==> config.mk <==
export PLATFORM = sky130hd
export DESIGN_NAME = pppoe_discovery_client_unit
export DESIGN_NICKNAME = d
export VERILOG_FILES = /design/src/pdc_pkg.sv /design/src/pdc_front.sv /design/src/pdc_queue.sv /design/src/pdc_back.sv /design/src/pppoe_discovery_client_unit.sv
export SDC_FILE = /design/constraint.sdc
export NUM_CORES = 1
export LEC_CHECK = 0
export ABC_AREA = 1
export BUFFER_PORTS_ARGS = -buffer_cell sky130_fd_sc_hd__buf_2
export CAP_MARGIN = 20
export CELL_PAD_IN_SITES_DETAIL_PLACEMENT = 0
export CELL_PAD_IN_SITES_GLOBAL_PLACEMENT = 1
export CORE_UTILIZATION = 45
export DETAILED_ROUTE_END_ITERATION = 16
export PLACE_DENSITY_LB_ADDON = 0.2
export SETUP_SLACK_MARGIN = 0.4
export SLEW_MARGIN = 20
export SYNTH_ARGS = -nofsm -noshare
export SYNTH_HDL_FRONTEND = slang
export SYNTH_SLANG_ARGS = --single-unit
==> constraint.sdc <==
create_clock -name clk -period 11.4 [get_ports clk]
set_input_delay 1.14 -clock clk [delete_from_list [all_inputs] [get_ports clk]]
set_output_delay 1.14 -clock clk [all_outputs]
set_load 0.005 [all_outputs]
==> src/pdc_pkg.sv <==
`timescale 1ns / 1ps
// ---------------------------------------------------------------------------
// pdc_pkg
// Shared types and constants for the PPPoE discovery client.
// ---------------------------------------------------------------------------
package pdc_pkg;

    localparam int QUEUE_DEPTH_DEF = 2;

    // request types
    localparam logic [1:0] REQ_START = 2'd0;
    localparam logic [1:0] REQ_TICK  = 2'd1;
    localparam logic [1:0] REQ_DISC  = 2'd2;
    localparam logic [1:0] REQ_CHECK = 2'd3;

    // discovery codes
    localparam logic [7:0] CODE_PADO = 8'h07;
    localparam logic [7:0] CODE_PADS = 8'h65;
    localparam logic [7:0] CODE_PADT = 8'ha7;
    // wire codes of the packets the client emits (carried as send kinds)
    localparam logic [7:0] CODE_PADI = 8'h09;
    localparam logic [7:0] CODE_PADR = 8'h19;

    // send kinds
    localparam logic [1:0] SEND_NONE = 2'd0;
    localparam logic [1:0] SEND_PADI = 2'd1;
    localparam logic [1:0] SEND_PADR = 2'd2;
    localparam logic [1:0] SEND_PADT = 2'd3;

    // phases
    localparam logic [1:0] PH_IDLE    = 2'd0;
    localparam logic [1:0] PH_OFFER   = 2'd1;
    localparam logic [1:0] PH_CONFIRM = 2'd2;
    localparam logic [1:0] PH_UP      = 2'd3;

    // register indexes
    localparam logic [1:0] REG_TIMEOUT = 2'd0;
    localparam logic [1:0] REG_RETRY   = 2'd1;

    localparam logic [7:0] TIMEOUT_RST = 8'd3;
    localparam logic [7:0] RETRY_RST   = 8'd3;

    // event classes produced by the front end
    typedef enum logic [2:0] {
        EV_START,
        EV_TICK,
        EV_PADO,
        EV_PADS,
        EV_PADT,
        EV_CHECK,
        EV_OTHER
    } ev_class_t;

    typedef struct packed {
        ev_class_t    ev;
        logic [47:0]  src_mac;
        logic [15:0]  session_id;
    } ev_entry_t;

endpackage

==> src/pdc_front.sv <==
`timescale 1ns / 1ps
// ---------------------------------------------------------------------------
// pdc_front
// Accepts input transactions and classifies them into event classes.
// ---------------------------------------------------------------------------
module pdc_front
    import pdc_pkg::*;
(
    input  logic        in_valid,
    output logic        in_stall,
    input  logic [1:0]  req_type,
    input  logic [7:0]  code,
    input  logic [47:0] src_mac,
    input  logic [15:0] session_id,
    input  logic        q_full,
    output logic        q_push,
    output ev_entry_t   q_entry
);

    ev_class_t ev;

    always_comb
    begin
        unique case (req_type)
            REQ_START: ev = EV_START;
            REQ_TICK:  ev = EV_TICK;
            REQ_DISC:
            begin
                case (code)
                    CODE_PADO: ev = EV_PADO;
                    CODE_PADS: ev = EV_PADS;
                    CODE_PADT: ev = EV_PADT;
                    default:   ev = EV_OTHER;
                endcase
            end
            default:   ev = EV_CHECK;
        endcase
    end

    assign in_stall            = q_full;
    assign q_push              = in_valid && !q_full;
    assign q_entry.ev          = ev;
    assign q_entry.src_mac     = src_mac;
    assign q_entry.session_id  = session_id;

endmodule

==> src/pdc_queue.sv <==
`timescale 1ns / 1ps
// ---------------------------------------------------------------------------
// pdc_queue
// Short register queue of classified events between front and back end.
// ---------------------------------------------------------------------------
module pdc_queue
    import pdc_pkg::*;
#(
    parameter int DEPTH = QUEUE_DEPTH_DEF
)
(
    input  logic      clk,
    input  logic      rst_n,
    input  logic      push,
    input  ev_entry_t push_entry,
    output logic      full,
    input  logic      pop,
    output logic      head_valid,
    output ev_entry_t head_entry
);

    localparam int PTR_W = (DEPTH > 1) ? $clog2(DEPTH) : 1;
    localparam int CNT_W = $clog2(DEPTH + 1);
    localparam logic [PTR_W-1:0] LAST = PTR_W'(DEPTH - 1);
    localparam logic [CNT_W-1:0] FULL_CNT = CNT_W'(DEPTH);

    ev_entry_t        mem_reg [DEPTH];
    logic [PTR_W-1:0] wr_ptr_reg, wr_ptr_next;
    logic [PTR_W-1:0] rd_ptr_reg, rd_ptr_next;
    logic [CNT_W-1:0] count_reg, count_next;
    logic             do_pop;

    assign full       = (count_reg == FULL_CNT);
    assign head_valid = (count_reg != '0);
    assign head_entry = mem_reg[rd_ptr_reg];
    assign do_pop     = pop && head_valid;

    always_comb
    begin
        wr_ptr_next = wr_ptr_reg;
        rd_ptr_next = rd_ptr_reg;
        count_next  = count_reg;
        if (push)
        begin
            wr_ptr_next = (wr_ptr_reg == LAST) ? '0 : wr_ptr_reg + 1'b1;
        end
        if (do_pop)
        begin
            rd_ptr_next = (rd_ptr_reg == LAST) ? '0 : rd_ptr_reg + 1'b1;
        end
        if (push && !do_pop)
        begin
            count_next = count_reg + 1'b1;
        end
        else if (!push && do_pop)
        begin
            count_next = count_reg - 1'b1;
        end
    end

    always_ff @(posedge clk or negedge rst_n)
    begin
        if (!rst_n)
        begin
            wr_ptr_reg <= '0;
            rd_ptr_reg <= '0;
            count_reg  <= '0;
        end
        else
        begin
            wr_ptr_reg <= wr_ptr_next;
            rd_ptr_reg <= rd_ptr_next;
            count_reg  <= count_next;
        end
    end

    always_ff @(posedge clk)
    begin
        if (push)
        begin
            mem_reg[wr_ptr_reg] <= push_entry;
        end
    end

endmodule

==> src/pdc_back.sv <==
`timescale 1ns / 1ps
// ---------------------------------------------------------------------------
// pdc_back
// Discovery state machine: executes one event per cycle unless a stalled
// result blocks the pop, and holds the result in an output register.
// ---------------------------------------------------------------------------
module pdc_back
    import pdc_pkg::*;
(
    input  logic        clk,
    input  logic        rst_n,
    input  logic        cfg_write,
    input  logic [1:0]  cfg_index,
    input  logic [7:0]  cfg_data,
    input  logic        head_valid,
    input  ev_entry_t   head_entry,
    output logic        pop,
    output logic        out_valid,
    input  logic        out_stall,
    output logic [1:0]  send_kind,
    output logic [15:0] current_session,
    output logic        accepted,
    output logic        established,
    output logic        terminated,
    output logic        ppp_tick,
    output logic [1:0]  phase_out
);

    logic [7:0]  timeout_reg;
    logic [7:0]  retry_limit_reg;

    logic [1:0]  phase_reg, phase_next;
    logic [7:0]  tick_reg, tick_next;
    logic [7:0]  retry_reg, retry_next;
    logic [15:0] held_reg, held_next;
    logic [47:0] mac_reg, mac_next;

    logic        out_valid_reg;
    logic [1:0]  send_reg, send_next;
    logic        acc_reg, acc_next;
    logic        est_reg, est_next;
    logic        term_reg, term_next;
    logic        ptick_reg, ptick_next;

    logic        mac_match;
    logic        sid_match;
    logic [7:0]  tick_inc;

    assign pop       = head_valid && (!out_valid_reg || !out_stall);
    assign mac_match = (head_entry.src_mac == mac_reg);
    assign sid_match = (head_entry.session_id == held_reg);
    assign tick_inc  = tick_reg + 8'd1;

    always_comb
    begin
        phase_next = phase_reg;
        tick_next  = tick_reg;
        retry_next = retry_reg;
        held_next  = held_reg;
        mac_next   = mac_reg;
        send_next  = SEND_NONE;
        acc_next   = 1'b0;
        est_next   = 1'b0;
        term_next  = 1'b0;
        ptick_next = 1'b0;
        case (head_entry.ev)
            EV_START:
            begin
                tick_next  = '0;
                retry_next = '0;
                send_next  = SEND_PADI;
                phase_next = PH_OFFER;
            end
            EV_TICK:
            begin
                if (phase_reg == PH_UP)
                begin
                    ptick_next = 1'b1;
                end
                else if (phase_reg != PH_IDLE)
                begin
                    tick_next = tick_inc;
                    if (tick_inc > timeout_reg)
                    begin
                        tick_next = '0;
                        if (retry_reg < retry_limit_reg)
                        begin
                            retry_next = retry_reg + 8'd1;
                            send_next  = (phase_reg == PH_OFFER) ? SEND_PADI : SEND_PADR;
                        end
                        else
                        begin
                            send_next  = SEND_PADT;
                            term_next  = 1'b1;
                            phase_next = PH_IDLE;
                        end
                    end
                end
            end
            EV_PADO:
            begin
                if (phase_reg == PH_OFFER)
                begin
                    mac_next   = head_entry.src_mac;
                    send_next  = SEND_PADR;
                    phase_next = PH_CONFIRM;
                end
            end
            EV_PADS:
            begin
                if (mac_match && phase_reg == PH_CONFIRM)
                begin
                    held_next  = head_entry.session_id;
                    phase_next = PH_UP;
                    est_next   = 1'b1;
                end
            end
            EV_PADT:
            begin
                // session match ends the link in any phase, idle included
                if (mac_match && sid_match)
                begin
                    term_next  = 1'b1;
                    phase_next = PH_IDLE;
                end
            end
            EV_CHECK:
            begin
                acc_next = (phase_reg == PH_UP) && sid_match && mac_match;
            end
            default:
            begin
            end
        endcase
    end

    always_ff @(posedge clk or negedge rst_n)
    begin
        if (!rst_n)
        begin
            timeout_reg     <= TIMEOUT_RST;
            retry_limit_reg <= RETRY_RST;
        end
        else if (cfg_write)
        begin
            case (cfg_index)
                REG_TIMEOUT: timeout_reg     <= cfg_data;
                REG_RETRY:   retry_limit_reg <= cfg_data;
                default:
                begin
                end
            endcase
        end
    end

    always_ff @(posedge clk or negedge rst_n)
    begin
        if (!rst_n)
        begin
            phase_reg     <= PH_IDLE;
            tick_reg      <= '0;
            retry_reg     <= '0;
            held_reg      <= '0;
            mac_reg       <= '0;
            out_valid_reg <= 1'b0;
        end
        else
        begin
            if (pop)
            begin
                phase_reg <= phase_next;
                tick_reg  <= tick_next;
                retry_reg <= retry_next;
                held_reg  <= held_next;
                mac_reg   <= mac_next;
            end
            if (pop)
            begin
                out_valid_reg <= 1'b1;
            end
            else if (!out_stall)
            begin
                out_valid_reg <= 1'b0;
            end
        end
    end

    always_ff @(posedge clk)
    begin
        if (pop)
        begin
            send_reg  <= send_next;
            acc_reg   <= acc_next;
            est_reg   <= est_next;
            term_reg  <= term_next;
            ptick_reg <= ptick_next;
        end
    end

    // session and phase outputs are the held state after the transaction
    assign out_valid       = out_valid_reg;
    assign send_kind       = send_reg;
    assign current_session = held_reg;
    assign accepted        = acc_reg;
    assign established     = est_reg;
    assign terminated      = term_reg;
    assign ppp_tick        = ptick_reg;
    assign phase_out       = phase_reg;

endmodule

==> src/pppoe_discovery_client_unit.sv <==
`timescale 1ns / 1ps
// ---------------------------------------------------------------------------
// pppoe_discovery_client_unit
// Client side of PPPoE discovery: PADI/PADO/PADR/PADS/PADT sequencing.
// ---------------------------------------------------------------------------
// Usage:
//   Input channel (in_valid/in_stall) carries one event per transaction:
//   start, timer tick, received discovery packet or session header check.
//   Output channel (out_valid/out_stall) returns one result per event, in
//   order: packet kind to send, held session ID, status flags and phase.
//   Registers timeout_ticks (index 0) and retry_limit (index 1) are written
//   through cfg_write/cfg_index/cfg_data while no transaction is in flight.
//   The queue is written at the accepting edge; the back end pops the event
//   and writes its state update into the output register, raising out_valid.
//   Throughput: one event per cycle unless a stalled result blocks the pop;
//   the back end updates its state as each event is popped.
//   Reset: phase idle, counters and held session/MAC cleared, both registers
//   return to 3, queue and output register empty.
//   When the receiver stalls, the result holds; the queue absorbs up to
//   QUEUE_DEPTH events before in_stall rises.
// ---------------------------------------------------------------------------
module pppoe_discovery_client_unit
    import pdc_pkg::*;
#(
    parameter int QUEUE_DEPTH = QUEUE_DEPTH_DEF
)
(
    input  logic        clk,
    input  logic        rst_n,
    input  logic        cfg_write,
    input  logic [1:0]  cfg_index,
    input  logic [7:0]  cfg_data,
    input  logic        in_valid,
    output logic        in_stall,
    input  logic [1:0]  req_type,
    input  logic [7:0]  code,
    input  logic [47:0] src_mac,
    input  logic [15:0] session_id,
    output logic        out_valid,
    input  logic        out_stall,
    output logic [1:0]  send_kind,
    output logic [15:0] current_session,
    output logic        accepted,
    output logic        established,
    output logic        terminated,
    output logic        ppp_tick,
    output logic [1:0]  phase_out
);

    logic      q_full;
    logic      q_push;
    ev_entry_t q_entry;
    logic      q_pop;
    logic      head_valid;
    ev_entry_t head_entry;

    pdc_front u_front (
        .in_valid   (in_valid),
        .in_stall   (in_stall),
        .req_type   (req_type),
        .code       (code),
        .src_mac    (src_mac),
        .session_id (session_id),
        .q_full     (q_full),
        .q_push     (q_push),
        .q_entry    (q_entry)
    );

    pdc_queue #(
        .DEPTH (QUEUE_DEPTH)
    ) u_queue (
        .clk        (clk),
        .rst_n      (rst_n),
        .push       (q_push),
        .push_entry (q_entry),
        .full       (q_full),
        .pop        (q_pop),
        .head_valid (head_valid),
        .head_entry (head_entry)
    );

    pdc_back u_back (
        .clk             (clk),
        .rst_n           (rst_n),
        .cfg_write       (cfg_write),
        .cfg_index       (cfg_index),
        .cfg_data        (cfg_data),
        .head_valid      (head_valid),
        .head_entry      (head_entry),
        .pop             (q_pop),
        .out_valid       (out_valid),
        .out_stall       (out_stall),
        .send_kind       (send_kind),
        .current_session (current_session),
        .accepted        (accepted),
        .established     (established),
        .terminated      (terminated),
        .ppp_tick        (ppp_tick),
        .phase_out       (phase_out)
    );

endmodule
### Word-level counts from Yosys, hierarchy flattened

Memory sizes are Yosys's and may differ from the RTL's.
Index checks and enable logic that the tools add are counted.

* $add $sub $neg: 6
* multipliers: 0
* div/mod/pow operators: 0
* order comparisons: 2
* eq/ne operators: 26
* shift operators: 0
* muxes and demuxes: 42
* bitwise operators: 0
* reductions and logical operators: 30

Operators with widths (number)
* 8-bit 2-to-1 mux: 7
* 48-bit == test: 1
* 8-bit case mux with 2 select lines: 2
* 2-bit 2-to-1 mux: 15
* 3-bit case mux with 3 select lines: 2
* 8-bit by 1-bit adder with 8-bit output (second input constant): 2
* 16-bit == test: 1
* 2-bit by 1-bit != test with 1-bit output (second input constant): 7
* 1-bit 2-to-1 mux: 13
* 2-bit case mux with 5 select lines: 1
* 1-bit logical AND: 9
* 9-bit AND reduction: 1
* 2-bit == test (second input constant): 4
* 8-bit by 3-bit == test with 1-bit output (second input constant): 1
* 8-bit by 7-bit == test with 1-bit output (second input constant): 1
* 8-bit == test (second input constant): 1
* 8-bit greater-than comparator: 1
* 8-bit < comparator: 1
* 2-bit nonzero test: 4
* 2-bit by 1-bit == test with 1-bit output (second input constant): 3
* 3-bit by 2-bit == test with 1-bit output (second input constant): 2
* 3-bit == test (second input constant): 2
* 2-bit case mux with 3 select lines: 1
* 3-bit AND reduction: 2
* 14 further kinds: 22

* flip-flop bits (word level): 109
* bits in latches: 0
* bits in writable memories: 134
* bits in read-only memories: 0
* input bits: 89
* word-level logic and storage cells: 123
* memories: 1

Memory list
* u_queue.mem_reg: words 2, width 67, rd ports 1, clocked after Yosys merged registers in 0, write ports 1, RTL line pdc_queue.sv:27 `ev_entry_t mem_reg [DEPTH];`

### Logic depth before layout (Yosys ltp)

* word-level depth: 7
* gate-level depth with buffers: 19

### Hierarchy

A second synthesis with hierarchy kept.

* cells, all modules: 1223
* area total of the unflattened synthesis: 11646.2 µm²

By module, submodules not included
* pdc_back: instances 1, cells an instance 751, area an instance 5941.9 µm², sequential area each 2662.6 µm²
* pdc_queue: instances 1, cells an instance 378, area an instance 5097.4 µm², sequential area each 4124.0 µm²
* pdc_front: instances 1, cells an instance 94, area an instance 606.8 µm², sequential area each 0.0 µm²

### Least setup slack after synthesis

OpenSTA, ideal clock, no wires.

* path kind: input-to-reg
* from: input in_valid
* to: memory u_queue.mem_reg[1][0] in the netlist's numbering, enable pin
* setup time: 0.494 ns
* arrival: 4.103 ns
* required time: 10.906 ns
* slack: 6.803 ns
* stages on the path: 2
* cells stage by stage: o21ai_0 > nor2_1

* cells in the longest elaborated chain, start to end: 3

RTL lines
* from (decl): RTL line pppoe_discovery_client_unit.sv:33 `input logic in_valid,`
* 1-bit logical AND: RTL line pdc_front.sv:41 `assign q_push = in_valid && !q_full;`
* 1-bit 2-to-1 mux: RTL line pdc_queue.sv:79 `if (push)`
* 1-bit 2-to-1 mux (not written as such): RTL line pdc_queue.sv:81 `mem_reg[wr_ptr_reg] <= push_entry;`
* to (decl): RTL line pdc_queue.sv:27

Every way passes these cells.

### Final worst setup path

* from: register u_queue.rd_ptr_reg
* to: register u_back.held_reg[3] (netlist: u_back.current_session[3])

* cells in the longest elaborated chain, start to end: 4
* elaborated cells between the ends (all ways): 5
* those cells by class: 2 x eq/ne; 2 x reduce/logical; 1 x memory

RTL lines
* from (decl): RTL line pdc_queue.sv:29 `logic [PTR_W-1:0] rd_ptr_reg, rd_ptr_next;`
* from (signal assigned): RTL line pdc_queue.sv:72 `rd_ptr_reg <= rd_ptr_next;`
* memory read 2 x 67 bit *
* 48-bit == test: RTL line pdc_back.sv:50 `assign mac_match = (head_entry.src_mac == mac_reg);`
* 1-bit logical AND: RTL line pdc_back.sv:111 `if (mac_match && phase_reg == PH_CONFIRM)`
* 3-bit AND reduction (no line)
* to (signal assigned): RTL line pdc_back.sv:174 `held_reg <= held_next;`
* to (decl): RTL line pdc_back.sv:35 `logic [15:0] held_reg, held_next;`

Mark *: on every way between the ends. The rest lies on a longest branch, timed or not.
A chain may end at the register's enable or synchronous reset.

==> impl_metrics.csv <==
group,metric,value,unit
outcome,status,"finished clean",
routing,firstDrtPassIters,5,
synthesis,synth_area_leaders,"edfxtp_1 (38%), dfrtp_1 (23%), nand2_1 (14%)",
worst_setup_path,crit_fanout,81,
final_layout,design_area,0.0127,mm²
flow_run,maxCapViolCount,0,
synthesis,synth_top_area_cell,"edfxtp_1",
die,rows,56,
grt,overflow,0,
final_layout,nets,1372,
worst_setup_path,crit_required,11.79,ns
final_layout,multiInputGateArea,0.00352,mm²
power_and_ir_drop,switching_share,0.351,
die,die_h,158,µm
worst_setup_path,r2r_slack,7.68,ns
synthesis,synth_top_flop_cell,"edfxtp_1",
routing,viasPerCell,4.74,
clocking,numCtsBuffers,26,
synthesis,yosys.cell_types.count,39,
power_and_ir_drop,p_seq_frac,0.419,
grt,grt_max_degree,97,
timing,fin_crit,3.72,ns
timing,hold_ws,0.486,ns
final_layout,areaGrowthSynthToFinish,15.2,%
synthesis,synth_edf_count,140,
grt,grt_pass1_wl,35200,µm
die,io_pins,115,
placed_design,place_hpwl,13800,µm
final_layout,seq_area,0.00679,mm²
clocking,clock_path_buffers,3,
clocking,cts_num_sinks,243,
timing,timing.fmax,269,MHz
routing,vias,7598,
timing,period_share,0.326,
synthesis,syn_nets,1257,
routing,finalWirelength,21800,µm
grt,grt_use_total,0.179,
final_layout,fin_util,0.533,
worst_setup_path,r2r-end,"u_back.current_session[3]",
timing,clock_skew,0.0125,ns
synthesis,synth_top_area_share,0.382,
placed_design,detailed_place.area,0.0118,mm²
worst_setup_path,cp_data_arrival_time,4.11,ns
synthesis,netlist_area,0.0110,mm²
worst_setup_path,end_kind,"register",
grt,first_global_vias,7050,
worst_setup_path,ff2ff_path_depth,16,
power_and_ir_drop,peakVddDrop,168,µV
timing,rsz0062_at_grt,"no",
power_and_ir_drop,combPwrFrac,0.317,
power_and_ir_drop,p_leak,5.84,nW
min_path,hp-class,"reg2reg",
final_layout,nFillCells,2186,
synthesis,yosysSeqAreaShare,0.617,
worst_setup_path,critical_path.startpoint_type,"register",
min_path,worst_hold_path.endpoint,"u_back.timeout_reg[2]",
power_and_ir_drop,internal_power,0.00202,W
worst_setup_path,r2r-start,"u_queue.rd_ptr_reg",
final_layout,final_common_cell,"nand2_1",
worst_setup_path,path_class,"reg2reg",
clocking,cts.reportedPaths.clkPinSlew,0.06,ns
placed_design,place_congestion,0.742,
timing,worst_pin_slew,1.03,ns
routing,wl_per_cell,13.6,µm
synthesis,yosys_warnings,0,
die,start_util,0.463,
routing,ant_nets,0,
grt,antenna_found_initial,2,
power_and_ir_drop,powerDensity,246,mW/mm²
timing,final-hold-violation-count,0,
clocking,cts_setup_buffers,0,
synthesis,ys_ff_latch,243,
timing,slew_violations,0,
timing,fin_tns_setup,0,ns
routing,post-route-drc-count,0,
clocking,cts_tree,"done",
die,die-area,0.0251,mm²
die,coreArea,0.0238,mm²
synthesis,ys_async_sr_fraction,0.424,
clocking,h-tree-depth,1,
die,die_x,158,µm
final_layout,antennaDiodeCount,0,
power_and_ir_drop,p_clk_frac,0.265,
timing,finalSetupViolations,0,
clocking,holdBufCountCts,0,
min_path,hold_path_depth,2,
timing,slew-limit-headroom,0.316,
final_layout,final_cell_mix,"nand2_1 (424), edfxtp_1 (140), inv_1 (127)",
routing,dr.first_iter.drc_count,401,
clocking,ctsResizeCount,0,
clocking,clk_latency,0.52,ns
clocking,root_buffer,"clkbuf_16",
min_path,min_from,"u_back.timeout_reg[2]",
placed_design,numPortBuffers,114,
final_layout,drive_gt1_frac,0.140,
synthesis,syn_inst,1150,
synthesis,synth.avg_cell_area,9.56,µm²
power_and_ir_drop,power_switching,0.00109,W
final_layout,largest_reg_flops,134,
final cells by class:
class                      count  share of cell area
sequential                   243               0.536
multi-input combinational    744               0.278
clock buffer                  39              0.0616
timing repair buffer         119              0.0482
inverter                     131              0.0392
tap                          319              0.0315
clock inverter                 9             0.00543
metrics by stage:
| step | std cells | worst slack [ns] | power, W |
|---|---|---|---|
| after floorplan | 1150 | 6.80 | 0.00209 |
| after global placement | 1556 | 7.71 | 0.00231 |
| after detailed placement | 1556 | 7.66 | 0.00233 |
| after CTS | 1604 | 7.65 | 0.00316 |
| after global routing | 1604 | 7.33 | 0.00336 |
| final | 1604 | 7.68 | 0.00311 |
power groups by stage:
stage	sequential (W)	clock, W	combinational [W]
2_1_floorplan	0.00131	0	0.000783
3_3_place_gp	0.00132	0	0.000989
3_5_place_dp	0.00132	0	0.00101
4_1_cts	0.00131	0.000846	0.00101
5_1_grt	0.00133	0.000880	0.00115
6_report	0.00130	0.000824	0.000985
cells in the mapped netlist, drive strengths merged (5+ instances only):
cell / count
nand2: 425
inv: 131
nand4: 8
o21ai: 90
xor2: 21
a21oi: 10
nand3: 66
xnor2: 14
nor2: 56
buf: 24
o211ai: 6
clkbuf: 8
o31ai: 7
edfxtp: 140
o22ai: 5
ha: 18
dfrtp: 99
worst max-delay path, stage by stage, from the launching register on:
cell and delay (ns):
dfrtp_2 0.34, buf_4 0.69, inv_6 0.43, nand2_1 0.19, nand2_1 0.08, nand2_1 0.06, nand2_1 0.04, nor2_1 0.15
nand2_1 0.07, nor2_1 0.10, nand2_1 0.09, nor2_2 0.25, nand3_2 0.14, nor2_4 0.28, nand2_2 0.32, nand2_1 0.14
o21ai_1 0.08
layer usage:
| metal | GRT usage | vias up | share of wire |
|---|---|---|---|
| met1 | 0.245 | 3489 | 0.47 |
| met3 | 0.0335 | 29 | 0.041 |
| met5 | 0 | - | 0.0011 |
| met2 | 0.294 | 115 | 0.47 |
| met4 | 0.0426 | 4 | 0.016 |
| li1 | - | 3961 | - |
cells by family (layout without fill, tap and decap cells):
family                     after synthesis  after routing  share of synthesized area
AOI/OAI and AO/OA                      124            124                     0.0630
xor gates and xnor gates                35             35                     0.0279
adders and majority gates               18             18                     0.0205
buffers and inverters                  163            298                     0.0644
DFF                                    243            243                      0.617
and+or+nand+nor                        567            567                      0.207
worst max path at each step:
stage,startpoint,end,slack [ns],cells past startpoint
after CTS,u_queue.rd_ptr_reg,u_back.current_session[3],7.65,16
final,u_queue.rd_ptr_reg,u_back.current_session[3],7.68,16
after detailed placement,u_queue.rd_ptr_reg,u_back.current_session[3],7.66,16
after floorplan,in_valid,u_queue.mem_reg[1][0],6.80,2
after global placement,u_queue.rd_ptr_reg,u_back.current_session[11],7.71,16
after global routing,u_queue.rd_ptr_reg,u_back.current_session[3],7.33,16
No activity file was read; power rests on OpenSTA's default activity.
